`config.mk`:
```
export PLATFORM = sky130hd
export DESIGN_NAME = gated_frame_rms_dialnorm_meter_core
export DESIGN_NICKNAME = d
export VERILOG_FILES = /design/src/rtl/gfrm_pkg.sv /design/src/rtl/gfrm_front.sv /design/src/rtl/gfrm_fifo.sv /design/src/rtl/gfrm_div.sv /design/src/rtl/gfrm_back.sv /design/src/rtl/gated_frame_rms_dialnorm_meter_core.sv
export VERILOG_INCLUDE_DIRS = /design/src /design/src/rtl
export SDC_FILE = /design/constraint.sdc
export NUM_CORES = 2
export LEC_CHECK = 0
export BUFFER_PORTS_ARGS = -buffer_cell sky130_fd_sc_hd__clkbuf_2
export CAP_MARGIN = 25
export CELL_PAD_IN_SITES_DETAIL_PLACEMENT = 0
export CELL_PAD_IN_SITES_GLOBAL_PLACEMENT = 1
export CORE_UTILIZATION = 40
export CTS_CLUSTER_DIAMETER = 200
export CTS_CLUSTER_SIZE = 14
export DETAILED_ROUTE_END_ITERATION = 7
export PLACE_DENSITY = 0.72
export SETUP_SLACK_MARGIN = 0.3
export SYNTH_ARGS = -nofsm -noshare
export SYNTH_HDL_FRONTEND = slang
export SYNTH_SLANG_ARGS = --single-unit
export TNS_END_PERCENT = 5
```
`constraint.sdc`:
```
create_clock -name clk_i -period 9.14 [get_ports clk_i]
set_clock_uncertainty 0.2 [all_clocks]
set_input_delay 0.457 -clock clk_i [delete_from_list [all_inputs] [get_ports clk_i]]
set_output_delay 0.457 -clock clk_i [all_outputs]
set_load 0.03 [all_outputs]
```
`src/rtl/assert_macros.svh`:
```
// Assertion helpers shared by the meter modules.
`ifndef ASSERT_MACROS_SVH
`define ASSERT_MACROS_SVH

// Clocked assertion that is switched off while reset is active.
`define GFRM_ASSERT(lbl, prop, msg) \
  lbl: assert property (@(posedge clk_i) disable iff (!rst_ni) prop) else $error(msg);

// Clocked assertion that also holds during reset.
`define GFRM_ASSERT_ALWAYS(lbl, prop, msg) \
  lbl: assert property (@(posedge clk_i) prop) else $error(msg);

`endif

```
`src/rtl/gfrm_pkg.sv`:
```
// ----------------------------------------------------------------------------
// Gated frame meter package
// Shared widths, reset values, level thresholds and transfer types.
// ----------------------------------------------------------------------------
package gfrm_pkg;

  localparam int unsigned SAMPLE_BITS = 24;
  localparam int unsigned SQ_BITS     = 47;  // square of a full-scale sample is 2^46
  localparam int unsigned SUM_BITS    = 59;  // 4096 squares of at most 2^46
  localparam int unsigned NUM_BITS    = 60;  // left plus right sum
  localparam int unsigned DEN_BITS    = 32;
  localparam int unsigned LVL_S_BITS  = 48;

  localparam logic [12:0] MAX_FRAME   = 13'd4096;

  // Configuration register indexes.
  localparam logic [2:0] REG_STEREO  = 3'd0;
  localparam logic [2:0] REG_FLEN    = 3'd1;
  localparam logic [2:0] REG_GLOW    = 3'd2;
  localparam logic [2:0] REG_GHIGH   = 3'd3;
  localparam logic [2:0] REG_DEFLVL  = 3'd4;

  // Register reset values.
  localparam logic        RST_STEREO = 1'b1;
  localparam logic [12:0] RST_FLEN   = 13'd2400;
  localparam logic [6:0]  RST_GLOW   = 7'd15;
  localparam logic [6:0]  RST_GHIGH  = 7'd40;
  localparam logic [6:0]  RST_DEFLVL = 7'd31;

  // 1e-10 in Q46 and the per-dB thresholds of one decade in Q46.
  localparam logic [47:0] EPS_Q46 = 48'd7037;
  localparam logic [47:0] LVL_THRESH [10] = '{
    48'd62716209263637, 48'd49817255792983, 48'd39571252852849, 48'd31432563424433,
    48'd24967772617788, 48'd19832606748484, 48'd15753599508504, 48'd12513528888144,
    48'd9939849311893,  48'd7895502957338
  };

  // One closed frame as handed from the front to the back.
  typedef struct packed {
    logic [NUM_BITS-1:0] num;   // square sum to divide
    logic [13:0]         den;   // pairs, doubled in stereo
    logic                last;  // frame closes the stream
  } frame_t;

  // Request into the shared divider.
  typedef struct packed {
    logic                start;
    logic [NUM_BITS-1:0] num;
    logic [DEN_BITS-1:0] den;
  } div_req_t;

  // Status of the shared divider.
  typedef struct packed {
    logic                busy;
    logic                done;
    logic [NUM_BITS-1:0] quot;
  } div_rsp_t;

endpackage

```
`src/rtl/gfrm_front.sv`:
```
// ----------------------------------------------------------------------------
// Meter front end
// Squares each sample pair, sums the squares per frame and queues closed frames.
// ----------------------------------------------------------------------------
module gfrm_front import gfrm_pkg::*; (
  input  logic                   clk_i,
  input  logic                   rst_ni,
  input  logic                   stereo_i,
  input  logic [12:0]            frame_length_i,
  input  logic                   in_valid_i,
  output logic                   in_ready_o,
  input  logic [SAMPLE_BITS-1:0] left_i,
  input  logic [SAMPLE_BITS-1:0] right_i,
  input  logic                   last_i,
  output logic                   push_o,
  output frame_t                 push_data_o,
  input  logic                   full_i
);

  logic [12:0]         pairs_q, pairs_d, pairs_inc, len_eff;
  logic                close;
  logic                s1_valid_q, s1_close_q, s1_last_q;
  logic [12:0]         s1_n_q;
  logic [SQ_BITS-1:0]  sq_l_q, sq_r_q;
  logic [2*SAMPLE_BITS-1:0] prod_l, prod_r;
  logic [SUM_BITS-1:0] lsum_q, rsum_q, nl, nr;
  logic                s1_adv, accept;

  // Effective frame length: zero acts as one, long values are capped.
  always_comb begin
    if (frame_length_i == 13'd0) begin
      len_eff = 13'd1;
    end else if (frame_length_i > MAX_FRAME) begin
      len_eff = MAX_FRAME;
    end else begin
      len_eff = frame_length_i;
    end
  end

  assign s1_adv     = s1_valid_q && !(s1_close_q && full_i);
  assign in_ready_o = !s1_valid_q || s1_adv;
  assign accept     = in_valid_i && in_ready_o;

  assign pairs_inc = pairs_q + 13'd1;
  assign close     = (pairs_inc >= len_eff) || last_i;
  assign pairs_d   = close ? 13'd0 : pairs_inc;
  assign prod_l    = $signed(left_i) * $signed(left_i);
  assign prod_r    = $signed(right_i) * $signed(right_i);

  // Pair count and the squaring stage.
  always_ff @(posedge clk_i or negedge rst_ni) begin
    if (!rst_ni) begin
      pairs_q    <= 13'd0;
      s1_valid_q <= 1'b0;
    end else begin
      if (accept) begin
        pairs_q <= pairs_d;
      end
      if (in_ready_o) begin
        s1_valid_q <= in_valid_i;
      end
    end
  end

  always_ff @(posedge clk_i) begin
    if (accept) begin
      sq_l_q     <= prod_l[SQ_BITS-1:0];
      sq_r_q     <= prod_r[SQ_BITS-1:0];
      s1_close_q <= close;
      s1_last_q  <= last_i;
      s1_n_q     <= pairs_inc;
    end
  end

  // Accumulation stage.
  assign nl = lsum_q + SUM_BITS'(sq_l_q);
  assign nr = rsum_q + SUM_BITS'(sq_r_q);

  always_ff @(posedge clk_i or negedge rst_ni) begin
    if (!rst_ni) begin
      lsum_q <= '0;
      rsum_q <= '0;
    end else if (s1_adv) begin
      lsum_q <= s1_close_q ? '0 : nl;
      rsum_q <= s1_close_q ? '0 : nr;
    end
  end

  // A closed frame goes into the queue with its divisor.
  assign push_o = s1_adv && s1_close_q;
  always_comb begin
    push_data_o.last = s1_last_q;
    if (stereo_i) begin
      push_data_o.num = {1'b0, nl} + {1'b0, nr};
      push_data_o.den = {s1_n_q, 1'b0};
    end else begin
      push_data_o.num = {1'b0, nl};
      push_data_o.den = {1'b0, s1_n_q};
    end
  end

endmodule

```
`src/rtl/gfrm_fifo.sv`:
```
// ----------------------------------------------------------------------------
// Frame queue
// Two-entry queue of closed frames between the front and the back.
// ----------------------------------------------------------------------------
`include "assert_macros.svh"
module gfrm_fifo import gfrm_pkg::*; (
  input  logic   clk_i,
  input  logic   rst_ni,
  input  logic   push_i,
  input  frame_t push_data_i,
  output logic   full_o,
  input  logic   pop_i,
  output frame_t pop_data_o,
  output logic   empty_o
);

  frame_t     mem_q [2];
  logic       wptr_q, rptr_q;
  logic [1:0] cnt_q;

  assign full_o     = cnt_q == 2'd2;
  assign empty_o    = cnt_q == 2'd0;
  assign pop_data_o = mem_q[rptr_q];

  // Pointers and fill count.
  always_ff @(posedge clk_i or negedge rst_ni) begin
    if (!rst_ni) begin
      wptr_q <= 1'b0;
      rptr_q <= 1'b0;
      cnt_q  <= 2'd0;
    end else begin
      if (push_i) begin
        wptr_q <= ~wptr_q;
      end
      if (pop_i) begin
        rptr_q <= ~rptr_q;
      end
      cnt_q <= cnt_q + {1'b0, push_i} - {1'b0, pop_i};
    end
  end

  // Entry storage.
  always_ff @(posedge clk_i) begin
    if (push_i) begin
      mem_q[wptr_q] <= push_data_i;
    end
  end

  `GFRM_ASSERT(a_fifo_no_overflow, push_i |-> (!full_o || pop_i), "frame queue overflow")
  `GFRM_ASSERT(a_fifo_no_underflow, pop_i |-> !empty_o, "frame queue underflow")
  `GFRM_ASSERT(a_fifo_cnt_range, cnt_q != 2'd3, "frame queue count out of range")

endmodule

```
`src/rtl/gfrm_div.sv`:
```
// ----------------------------------------------------------------------------
// Shared divider
// Restoring divider that yields one quotient bit per cycle.
// ----------------------------------------------------------------------------
module gfrm_div import gfrm_pkg::*; (
  input  logic     clk_i,
  input  logic     rst_ni,
  input  div_req_t req_i,
  output div_rsp_t rsp_o
);

  localparam logic [5:0] DIV_STEPS = 6'(NUM_BITS);

  logic [5:0]          cnt_q;
  logic                done_q;
  logic [DEN_BITS-1:0] rem_q, den_q;
  logic [NUM_BITS-1:0] quo_q;
  logic [DEN_BITS:0]   shifted, trial;

  assign shifted = {rem_q, quo_q[NUM_BITS-1]};
  assign trial   = shifted - {1'b0, den_q};

  // Step counter and completion pulse.
  always_ff @(posedge clk_i or negedge rst_ni) begin
    if (!rst_ni) begin
      cnt_q  <= 6'd0;
      done_q <= 1'b0;
    end else begin
      done_q <= (cnt_q == 6'd1);
      if (req_i.start && cnt_q == 6'd0) begin
        cnt_q <= DIV_STEPS;
      end else if (cnt_q != 6'd0) begin
        cnt_q <= cnt_q - 6'd1;
      end
    end
  end

  // Shift and subtract datapath.
  always_ff @(posedge clk_i) begin
    if (req_i.start && cnt_q == 6'd0) begin
      rem_q <= '0;
      quo_q <= req_i.num;
      den_q <= req_i.den;
    end else if (cnt_q != 6'd0) begin
      if (!trial[DEN_BITS]) begin
        rem_q <= trial[DEN_BITS-1:0];
        quo_q <= {quo_q[NUM_BITS-2:0], 1'b1};
      end else begin
        rem_q <= shifted[DEN_BITS-1:0];
        quo_q <= {quo_q[NUM_BITS-2:0], 1'b0};
      end
    end
  end

  assign rsp_o.busy = cnt_q != 6'd0;
  assign rsp_o.done = done_q;
  assign rsp_o.quot = quo_q;

endmodule

```
`src/rtl/gfrm_back.sv`:
```
// ----------------------------------------------------------------------------
// Meter back end
// Turns each queued frame into a level, gates it and keeps the running average.
// ----------------------------------------------------------------------------
`include "assert_macros.svh"
module gfrm_back import gfrm_pkg::*; (
  input  logic       clk_i,
  input  logic       rst_ni,
  input  logic [6:0] gate_low_i,
  input  logic [6:0] gate_high_i,
  input  logic [6:0] default_level_i,
  input  logic       empty_i,
  input  frame_t     frame_i,
  output logic       pop_o,
  output div_req_t   div_req_o,
  input  div_rsp_t   div_rsp_i,
  output logic       out_valid_o,
  input  logic       out_ready_i,
  output logic [6:0] out_level_o,
  output logic       out_counted_o,
  output logic [6:0] out_dialnorm_o,
  output logic       out_final_o
);

  localparam logic [2:0] ST_IDLE = 3'd0;
  localparam logic [2:0] ST_DIVQ = 3'd1;
  localparam logic [2:0] ST_LVL  = 3'd2;
  localparam logic [2:0] ST_GATE = 3'd3;
  localparam logic [2:0] ST_DIVA = 3'd4;

  logic [2:0]            st_q, st_d;
  logic                  last_q;
  logic [LVL_S_BITS-1:0] s_q;
  logic [3:0]            d_q, jf;
  logic                  hit;
  logic [6:0]            level_q, level_calc;
  logic [31:0]           total_q, frames_q, total_new, frames_new;
  logic [32:0]           total_sum;
  logic                  counted, counted_q;
  logic                  out_free;
  logic [6:0]            avg;

  assign out_free = !out_valid_o || out_ready_i;
  assign pop_o    = (st_q == ST_IDLE) && !empty_i && out_free;

  // First threshold of the current decade that the scaled mean square exceeds.
  always_comb begin
    hit = 1'b0;
    jf  = 4'd0;
    for (int j = 0; j < 10; j++) begin
      if (!hit && !(d_q == 4'd0 && j == 0) && s_q > LVL_THRESH[j]) begin
        hit = 1'b1;
        jf  = 4'(j);
      end
    end
  end
  assign level_calc = hit ? ({3'b0, d_q} * 7'd10 + {3'b0, jf} - 7'd1) : 7'd99;

  // Gate and saturating running totals.
  assign counted    = (level_q > gate_low_i) && (level_q < gate_high_i);
  assign total_sum  = {1'b0, total_q} + 33'(level_q);
  assign total_new  = !counted ? total_q : (total_sum[32] ? 32'hFFFF_FFFF : total_sum[31:0]);
  assign frames_new = (counted && frames_q != 32'hFFFF_FFFF) ? frames_q + 32'd1 : frames_q;
  assign avg        = (div_rsp_i.quot[31:0] > 32'(default_level_i)) ? default_level_i
                                                                    : div_rsp_i.quot[6:0];

  // Divider requests: the frame mean square, then the final average.
  always_comb begin
    div_req_o.start = 1'b0;
    div_req_o.num   = frame_i.num;
    div_req_o.den   = 32'(frame_i.den);
    if (pop_o) begin
      div_req_o.start = 1'b1;
    end else if (st_q == ST_GATE && last_q) begin
      div_req_o.start = 1'b1;
      div_req_o.num   = NUM_BITS'(total_new);
      div_req_o.den   = frames_new;
    end
  end

  // Sequencer.
  always_comb begin
    st_d = st_q;
    unique case (st_q)
      ST_IDLE: if (pop_o) st_d = ST_DIVQ;
      ST_DIVQ: if (div_rsp_i.done) st_d = ST_LVL;
      ST_LVL:  if (hit || d_q == 4'd9) st_d = ST_GATE;
      ST_GATE: st_d = last_q ? ST_DIVA : ST_IDLE;
      ST_DIVA: if (div_rsp_i.done) st_d = ST_IDLE;
      default: st_d = ST_IDLE;
    endcase
  end

  always_ff @(posedge clk_i or negedge rst_ni) begin
    if (!rst_ni) begin
      st_q        <= ST_IDLE;
      total_q     <= 32'(RST_DEFLVL);
      frames_q    <= 32'd1;
      out_valid_o <= 1'b0;
    end else begin
      st_q <= st_d;
      if (out_ready_i) begin
        out_valid_o <= 1'b0;
      end
      if (st_q == ST_GATE) begin
        total_q  <= total_new;
        frames_q <= frames_new;
        if (!last_q) begin
          out_valid_o <= 1'b1;
        end
      end
      if (st_q == ST_DIVA && div_rsp_i.done) begin
        total_q     <= 32'(default_level_i);
        frames_q    <= 32'd1;
        out_valid_o <= 1'b1;
      end
    end
  end

  // Datapath registers.
  always_ff @(posedge clk_i) begin
    if (pop_o) begin
      last_q <= frame_i.last;
    end
    if (st_q == ST_DIVQ && div_rsp_i.done) begin
      s_q <= div_rsp_i.quot[LVL_S_BITS-1:0] + EPS_Q46;
      d_q <= 4'd0;
    end
    if (st_q == ST_LVL) begin
      s_q <= (s_q << 3) + (s_q << 1);
      d_q <= d_q + 4'd1;
      if (hit || d_q == 4'd9) begin
        level_q <= level_calc;
      end
    end
    if (st_q == ST_GATE) begin
      counted_q      <= counted;
      out_level_o    <= level_q;
      out_counted_o  <= counted;
      out_dialnorm_o <= 7'd0;
      out_final_o    <= 1'b0;
    end
    if (st_q == ST_DIVA && div_rsp_i.done) begin
      out_level_o    <= level_q;
      out_counted_o  <= counted_q;
      out_dialnorm_o <= avg;
      out_final_o    <= 1'b1;
    end
  end

  `GFRM_ASSERT(a_div_start_idle, div_req_o.start |-> !div_rsp_i.busy,
               "divider started while busy")
  `GFRM_ASSERT(a_out_not_lost, (out_valid_o && !out_ready_i) |=> out_valid_o,
               "pending result dropped")
  `GFRM_ASSERT(a_frames_nonzero, st_q == ST_GATE |-> frames_q != 32'd0,
               "frame count reached zero")

endmodule

```
`src/rtl/gated_frame_rms_dialnorm_meter_core.sv`:
```
// ----------------------------------------------------------------------------
// Gated frame RMS dialnorm meter
// Measures per-frame level in dB below full scale and a gated average.
// ----------------------------------------------------------------------------
//  Channel  Direction  Transaction
//  s_axis   in         one sample pair; tlast marks the end of the stream
//  m_axis   out        one frame result; tlast marks the final dialnorm
//  cfg      in         one register write, index and data
//
//  The front takes one sample pair per cycle, unless the queue is full, through a
//  two-stage square and sum. Each closed frame costs the back one divider pass, one to
//  ten level steps and a gate step; the stream end adds a divider pass for the average.
//  A two-frame queue parts the two; the input stalls only when the queue is full.
//  Reset is asynchronous and active low; no clearing pass follows it.
// ----------------------------------------------------------------------------
module gated_frame_rms_dialnorm_meter_core import gfrm_pkg::*; (
  input  logic        clk_i,
  input  logic        rst_ni,
  input  logic        s_axis_tvalid,
  output logic        s_axis_tready,
  input  logic [47:0] s_axis_tdata,   // sample_left[23:0], sample_right[47:24]
  input  logic        s_axis_tlast,   // stream_end
  output logic        m_axis_tvalid,
  input  logic        m_axis_tready,
  output logic [15:0] m_axis_tdata,   // frame_level[6:0], frame_counted[7], dialnorm[14:8]
  output logic        m_axis_tlast,   // is_final
  input  logic        cfg_valid_i,
  output logic        cfg_ready_o,
  input  logic [2:0]  cfg_index_i,
  input  logic [12:0] cfg_data_i
);

  logic        stereo_q;
  logic [12:0] flen_q;
  logic [6:0]  glow_q, ghigh_q, deflvl_q;
  logic        push, full, pop, empty;
  frame_t      push_data, pop_data;
  div_req_t    div_req;
  div_rsp_t    div_rsp;
  logic [6:0]  level, dialnorm;
  logic        counted;

  // Configuration registers.
  assign cfg_ready_o = 1'b1;
  always_ff @(posedge clk_i or negedge rst_ni) begin
    if (!rst_ni) begin
      stereo_q <= RST_STEREO;
      flen_q   <= RST_FLEN;
      glow_q   <= RST_GLOW;
      ghigh_q  <= RST_GHIGH;
      deflvl_q <= RST_DEFLVL;
    end else if (cfg_valid_i) begin
      unique case (cfg_index_i)
        REG_STEREO: stereo_q <= cfg_data_i[0];
        REG_FLEN:   flen_q   <= cfg_data_i;
        REG_GLOW:   glow_q   <= cfg_data_i[6:0];
        REG_GHIGH:  ghigh_q  <= cfg_data_i[6:0];
        REG_DEFLVL: deflvl_q <= cfg_data_i[6:0];
        default: ;
      endcase
    end
  end

  gfrm_front u_front (
    .clk_i          (clk_i),
    .rst_ni         (rst_ni),
    .stereo_i       (stereo_q),
    .frame_length_i (flen_q),
    .in_valid_i     (s_axis_tvalid),
    .in_ready_o     (s_axis_tready),
    .left_i         (s_axis_tdata[23:0]),
    .right_i        (s_axis_tdata[47:24]),
    .last_i         (s_axis_tlast),
    .push_o         (push),
    .push_data_o    (push_data),
    .full_i         (full)
  );

  gfrm_fifo u_fifo (
    .clk_i       (clk_i),
    .rst_ni      (rst_ni),
    .push_i      (push),
    .push_data_i (push_data),
    .full_o      (full),
    .pop_i       (pop),
    .pop_data_o  (pop_data),
    .empty_o     (empty)
  );

  gfrm_div u_div (
    .clk_i  (clk_i),
    .rst_ni (rst_ni),
    .req_i  (div_req),
    .rsp_o  (div_rsp)
  );

  gfrm_back u_back (
    .clk_i           (clk_i),
    .rst_ni          (rst_ni),
    .gate_low_i      (glow_q),
    .gate_high_i     (ghigh_q),
    .default_level_i (deflvl_q),
    .empty_i         (empty),
    .frame_i         (pop_data),
    .pop_o           (pop),
    .div_req_o       (div_req),
    .div_rsp_i       (div_rsp),
    .out_valid_o     (m_axis_tvalid),
    .out_ready_i     (m_axis_tready),
    .out_level_o     (level),
    .out_counted_o   (counted),
    .out_dialnorm_o  (dialnorm),
    .out_final_o     (m_axis_tlast)
  );

  assign m_axis_tdata = {1'b0, dialnorm, counted, level};

endmodule

```
# ---- Word level (Yosys, flattened, before mapping)
# Memory sizes are Yosys's and may differ from the RTL's.
# Cells that the tools add are included.
dict set report totals {
  ramBits 150
  reg_bits 556
  n_memories 1
  out_inout_bits 20
  word_cells 211
}
dict set report classes {
  muxes 64
  reduce_logical 58
  magnitude_cmp 15
  eq_ne 16
  addsub 15
  n_bitwise 3
  multipliers 3
}
# memory depth word_bits read_ports rd_clocked_by_memory_dff wr line_no
set mem_list {}
lappend mem_list {u_fifo.mem_q 2 75 1 0 1 gfrm_fifo.sv:17} ;# frame_t mem_q [2];
# operator count
set ops {}
lappend ops {{32-bit 2-to-1 mux} 8}
lappend ops {{48-bit by 44-bit greater-than comparator with 1-bit output, second input constant} 3}
lappend ops {{48-bit by 45-bit greater-than comparator with 1-bit output, second input constant} 3}
lappend ops {{48-bit by 46-bit greater-than comparator with 1-bit output, second input constant} 3}
lappend ops {{60-bit 2-to-1 mux} 2}
lappend ops {{59-bit by 47-bit adder with 59-bit output} 2}
lappend ops {{59-bit 2-to-1 mux} 2}
lappend ops {{48-bit 2-to-1 mux} 2}
lappend ops {{24-bit by 24-bit multiplier with 47-bit output} 2}
lappend ops {{93-bit 2-to-1 mux} 1}
lappend ops {{92-bit 2-to-1 mux} 1}
lappend ops {{74-bit 2-to-1 mux} 1}
lappend ops {{59-bit by 59-bit adder with 60-bit output} 1}
lappend ops {{48-bit by 13-bit adder with 48-bit output, second input constant} 1}
lappend ops {{48-bit adder} 1}
lappend ops {{48-bit by 43-bit greater-than comparator with 1-bit output, second input constant} 1}
lappend ops {{4-bit 2-to-1 mux} 10}
lappend ops {{13-bit 2-to-1 mux} 3}
lappend ops {{7-bit 2-to-1 mux} 5}
lappend ops {{32-bit by 7-bit adder with 33-bit output} 1}
lappend ops {{33-bit by 32-bit subtractor with 33-bit output} 1}
lappend ops {{32-bit by 1-bit adder with 32-bit output, second input constant} 1}
lappend ops {{32-bit by 7-bit greater-than comparator with 1-bit output} 1}
lappend ops {{32-bit != test, second input constant} 1}
lappend ops {{38 further kinds} 117}

# ---- Logic depth before layout (Yosys ltp)
dict set report logic_depth {
  depth_word 34
  mapped_depth 30
  mapped_depth_nobuf 28
}

# ---- Modules after synthesis
# From an unflattened synthesis, not the netlist that was laid out.
dict set report unflattened {
  hier_cells 8944
  area_unflattened_um2 85788.5
}
# module cells_per_inst area_per_inst_um2 instances
set modules_own_cells {}
lappend modules_own_cells {gfrm_front 6088 56651.8 1}
lappend modules_own_cells {gfrm_back 1880 14680.3 1}
lappend modules_own_cells {gfrm_div 645 7201.9 1}
lappend modules_own_cells {gfrm_fifo 248 5763.0 1}
lappend modules_own_cells {gated_frame_rms_dialnorm_meter_core 83 1491.4 1}

# ---- Worst setup path before layout
# Ideal clock, no wire load.
dict set report synth_timing {
  path_kind {in2reg}
  startpoint {in s_axis_tdata[23]}
  endpoint {reg u_front.sq_l_q[45] (data pin)}
  required_time_ps 8674
  setup_slack_ps 1025
  arrival_time_ps 7650
  setup_time_ps 266
  stages 27
  cell_sequence {clkbuf_1 clkbuf_1 nand2_1 inv_1 fa_1 fa_1 inv_1 fa_1 inv_1 fa_1 fa_1 fa_1 inv_1 fa_1 inv_1 ha_1 a21o_1 a21o_1 nand2_1 nand2b_1 a21o_1 a21o_1 a21oi_1 o21bai_1 a2111oi_2 nor3_1 xor2_1}
}
dict set report synth_between {
  elab_chain_len 1
}
# item line_no
set synth_lines {}
lappend synth_lines {{from (decl)} gated_frame_rms_dialnorm_meter_core.sv:21} ;# input logic [47:0] s_axis_tdata,
lappend synth_lines {{24-bit by 24-bit multiplier with 47-bit output} gfrm_front.sv:47} ;# assign prod_l = $signed(left_i) * $signed(left_i);
lappend synth_lines {{net u_front.prod_l[45]} gfrm_front.sv:25} ;# logic [2*SAMPLE_BITS-1:0] prod_l, prod_r;
lappend synth_lines {{to (signal assigned)} gfrm_front.sv:67} ;# sq_l_q <= prod_l[SQ_BITS-1:0];
lappend synth_lines {{to (decl)} gfrm_front.sv:24} ;# logic [SQ_BITS-1:0] sq_l_q, sq_r_q;
# The timed path passes the listed nets, and every way through them passes these cells.
# A chain may end at the register's enable or synchronous reset.

# ---- Worst setup path after layout
dict set report layout_timing {
  startpoint {in s_axis_tdata[27]}
  endpoint {reg u_front.sq_r_q[45] (data pin)}
}
dict set report layout_between {
  elab_chain_len 1
}
# item line_no
set layout_lines {}
lappend layout_lines {{24-bit by 24-bit multiplier with 47-bit output} gfrm_front.sv:48} ;# assign prod_r = $signed(right_i) * $signed(right_i);
lappend layout_lines {{net u_front.prod_r[45]} gfrm_front.sv:25}
lappend layout_lines {{to (signal assigned)} gfrm_front.sv:68} ;# sq_r_q <= prod_r[SQ_BITS-1:0];
lappend layout_lines {{to (decl)} gfrm_front.sv:24}
# The timed path passes the listed nets, and every way through them passes these cells.

==> results by group <==
CTS
  • Clk buf depth: 3
  • CTS tree: done
  • CTS Root Cell: clkbuf_16
  • Post-CTS Setup Bufs: 0
  • Skew-Pair Late Insertion Delay: ~0.7 ns
  • Clock sink count: roughly 700
  • Maximum level of the CTS H-tree: 2
  • CTS buffer count: 56
  • Post-cts sizing count: 0
  • Worst-path clk slew: roughly 0.06 ns

Yosys
  • Ys Warns: 0
  • Post-Synthesis Cells: 8,858
  • Dominant synthesized flop cell: edfxtp_1
  • Synth Register Bits: roughly 700
  • Post-synth EDFFs: around 430
  • Net Count, Synth: about 11k
  • Netlist cell types: 102
  • Seq/Total Area, Yosys: around a quarter
  • Cell area after synthesis: roughly 84,000 um2
  • Post-synth ARST share: between 30% and 40%
  • Avg Cell Area, Syn: between 9 and 10 um2

Worst setup path
  • Buf/Inv on CP: 8
  • CP Data Required Time: ~9.3 ns
  • FF-to-FF setup slack: 1.79 ns
  • Crit start category: input pin
  • Critical path endpoint category: register
  • Crit-path slowest cell: a211oi_1
  • CP most frequent cell: fa_1
  • Worst R2R Path Depth: 23
  • Setup CP Type: input pin to register
  • WP data arrival: ~8 ns
  • Worst r2r src: u_front.sq_r_q[0]
  • Slowest stage delay, CP: slightly below 0.6 ns
  • R2r endpoint: u_fifo.mem_q[0][62]
  • Crit path max fanout: 18
  • Top delay family on crit path: adder cells

Run
  • Max cap viols: 0

GRT
  • Largest net degree at the start of global routing: between 150 and 200
  • Antenna violations before repair: 6
  • Vias in the first global route: 64.5k
  • First-pass GRT wire length: approximately 350 mm
  • GRT Overall Usage: 20.9%
  • Gr ovfl total: 0

Floorplan
  • Die ar.: between 200,000 and 250,000 um2
  • Chip height: 460 um
  • Core area: just over 200,000 um2
  • Die X: 460 um
  • FP Rows: 167
  • I/O pin total: 90
  • Initial core utilization: between 40% and 50%

Route
  • DRT Pass-1 Iters: 5
  • Initial DRC Count: around 3.8k
  • DRC Markers: 0
  • Vias/cell: ~5.3
  • Remaining antenna violation count: 0
  • Routed wire length: 218 mm
  • Drt wl/cell: between 15 and 20 um
  • Via count: between 60k and 70k

Final layout
  • P&R area growth vs syn: 6.33%
  • Fin nets: roughly 11k
  • Filler cell count in the final layout: between 20k and 25k
  • Share of cells above drive strength 1: 4.37%

Timing
  • FMAX: 126 MHz
  • Max-slew headroom: about 30%
  • Sum of negative setup slack: 0 ns
  • Period Utilization, post-route: between 80% and 90%
  • Slew Limit Fails: 0
  • # setup viols final: 0
  • Slew @ Worst Pin: 1.05 ns
  • RSZ-0062 raised after global routing: no
  • Final hold viol count: 0
  • Fin crit period: approximately 7.9 ns

Place
  • DP Wirelength: 172 mm
  • IO Port Bufs: 87
  • Routability cong.: about 0.91

Hold path
  • Hold Crit Endpoint: stereo_q
  • Hold depth: 3
  • Hold Startpoint: cfg_index_i[2]
  • Hold WC Path Type: input pin to register

Status
  • Status: complete, no violations
==> synthesized netlist by cell type, drive strengths merged, types with 68 or more instances <==
cell    count  share of area [%]
inv      1600                7.2
fa       1119                 27
nand2     806                3.6
ha        574                8.6
a21oi     473                2.8
edfxtp    425                 15
o21ai     408                2.4
nor2      374                1.7
clkbuf    304                1.4
xnor2     286                3.0
and2      252                1.9
dfrtp     224                6.7
a21o      201                1.8
xor2      176                1.8
nand3     151               0.91
mux2i     124                1.5
nor2b     103               0.77
nor3       99               0.61
a22o       91               0.95
and3       86               0.64
nand4      82               0.61
a31oi      77               0.58
nand2b     76               0.57
mux2       68               0.91
==> how the worst max path moves through the flow <==
stage	from	endpoint	slack [ns]	depth (start not counted)
2_1_floorplan	s_axis_tdata[23]	u_front.sq_l_q[45]	1.02	27
3_3_place_gp	s_axis_tdata[27]	u_front.sq_r_q[45]	0.66	26
3_5_place_dp	s_axis_tdata[28]	u_front.sq_r_q[45]	0.60	27
4_1_cts	s_axis_tdata[28]	u_front.sq_r_q[45]	1.28	27
5_1_grt	s_axis_tdata[23]	u_front.sq_l_q[44]	0.84	23
6_report	s_axis_tdata[27]	u_front.sq_r_q[45]	1.22	26
==> cell families (layout without fill, tap and decap cells) <==
kind of cell / after synthesis / in the layout / synth area share (%)
adder cells (fa/ha/maj): 1693 / 1693 / 35.2
other: 2 / 3 / 0.00894
AND/OR/NAND/NOR: 2187 / 2187 / 12.6
flip-flops: 704 / 704 / 23.4
AO/OA/AOI/OAI: 1686 / 1686 / 12.9
buffers and inverters: 1932 / 1892 / 8.69
XOR/XNOR: 462 / 462 / 4.83
multiplexers: 192 / 192 / 2.39
==> cell type report <==
class	instances	area [um2]	area share, %
timing repair buffer	185	1310	1.46
sequential	704	19600	22.0
multi-input combinational	6222	57200	64.0
inverter	1601	6010	6.73
tap	2788	3490	3.91
clock inverter	4	101	0.114
clock buffer	102	1570	1.76
antenna	1	2.50	0.00280
==> sequential cells by signal, indices dropped and copies added (netlist names), 46 cells and up <==
signal          flops
u_fifo.mem_q      150
u_front.sq_l_q     46
u_back.s_q         48
u_front.lsum_q     59
u_front.sq_r_q     46
u_div.quo_q        60
u_front.rsum_q     59
==> cells in the final DEF, fill, tap and decap left out, types with 27 or more instances in the layout <==
cell          n
inv_1      1596
fa_1       1119
nand2_1     804
ha_1        574
a21oi_1     471
edfxtp_1    425
nor2_1      369
o21ai_0     363
xnor2_1     285
and2_1      250
dfrtp_1     223
a21o_1      201
xor2_1      176
nand3_1     150
mux2i_1     124
nor2b_1     103
nor3_1       93
a22o_1       91
clkbuf_2     86
and3_1       85
nand4_1      82
nand2b_1     76
a31oi_1      76
buf_4        72
mux2_2       67
o21a_1       64
o31ai_1      64
clkbuf_16    56
o21bai_1     48
a211oi_1     46
clkbuf_1     46
o21ai_1      42
nor4_1       40
dfxtp_1      33
or3_1        27
==> metal layers <==
layer	share of wire [%]	global-route usage, %
met5	0.011	0
met4	2.1	4.51
met3	4.3	2.07
met2	50	36.4
met1	44	27.9
==> repair_timing <==
action	4_1_cts	5_1_grt
endpoints found under the setup margin	0	0
hold buffers	19	0
hold endpoints to repair	121	0
==> per-stage QoR <==
step / utilization [%] / setup WS (ns) / area (um2) / hold slack (ns) / std cells
after floorplan: - / 1.02 / 84000 / -0.0386 / 8858
after global placement: 42.0 / 0.664 / 87300 / 0.225 / 11500
after detailed placement: 42.0 / 0.599 / 87400 / 0.254 / 11500
after CTS: 42.9 / 1.28 / 89200 / 0.0134 / 11600
after global routing: 42.9 / 0.836 / 89300 / 0.0477 / 11600
final: 42.9 / 1.22 / 89300 / 0.0673 / 11600
==> worst min-delay path: cells and delay by family <==
family / cells / cell delay (ns)
buf+inv: 1 / 0.15
mux: 1 / 0.22
simple gates: 1 / 0.08
Power is left out: the tool's default activity adds up to more than one toggle a clock period on the data nets, which glitch-free logic cannot reach.
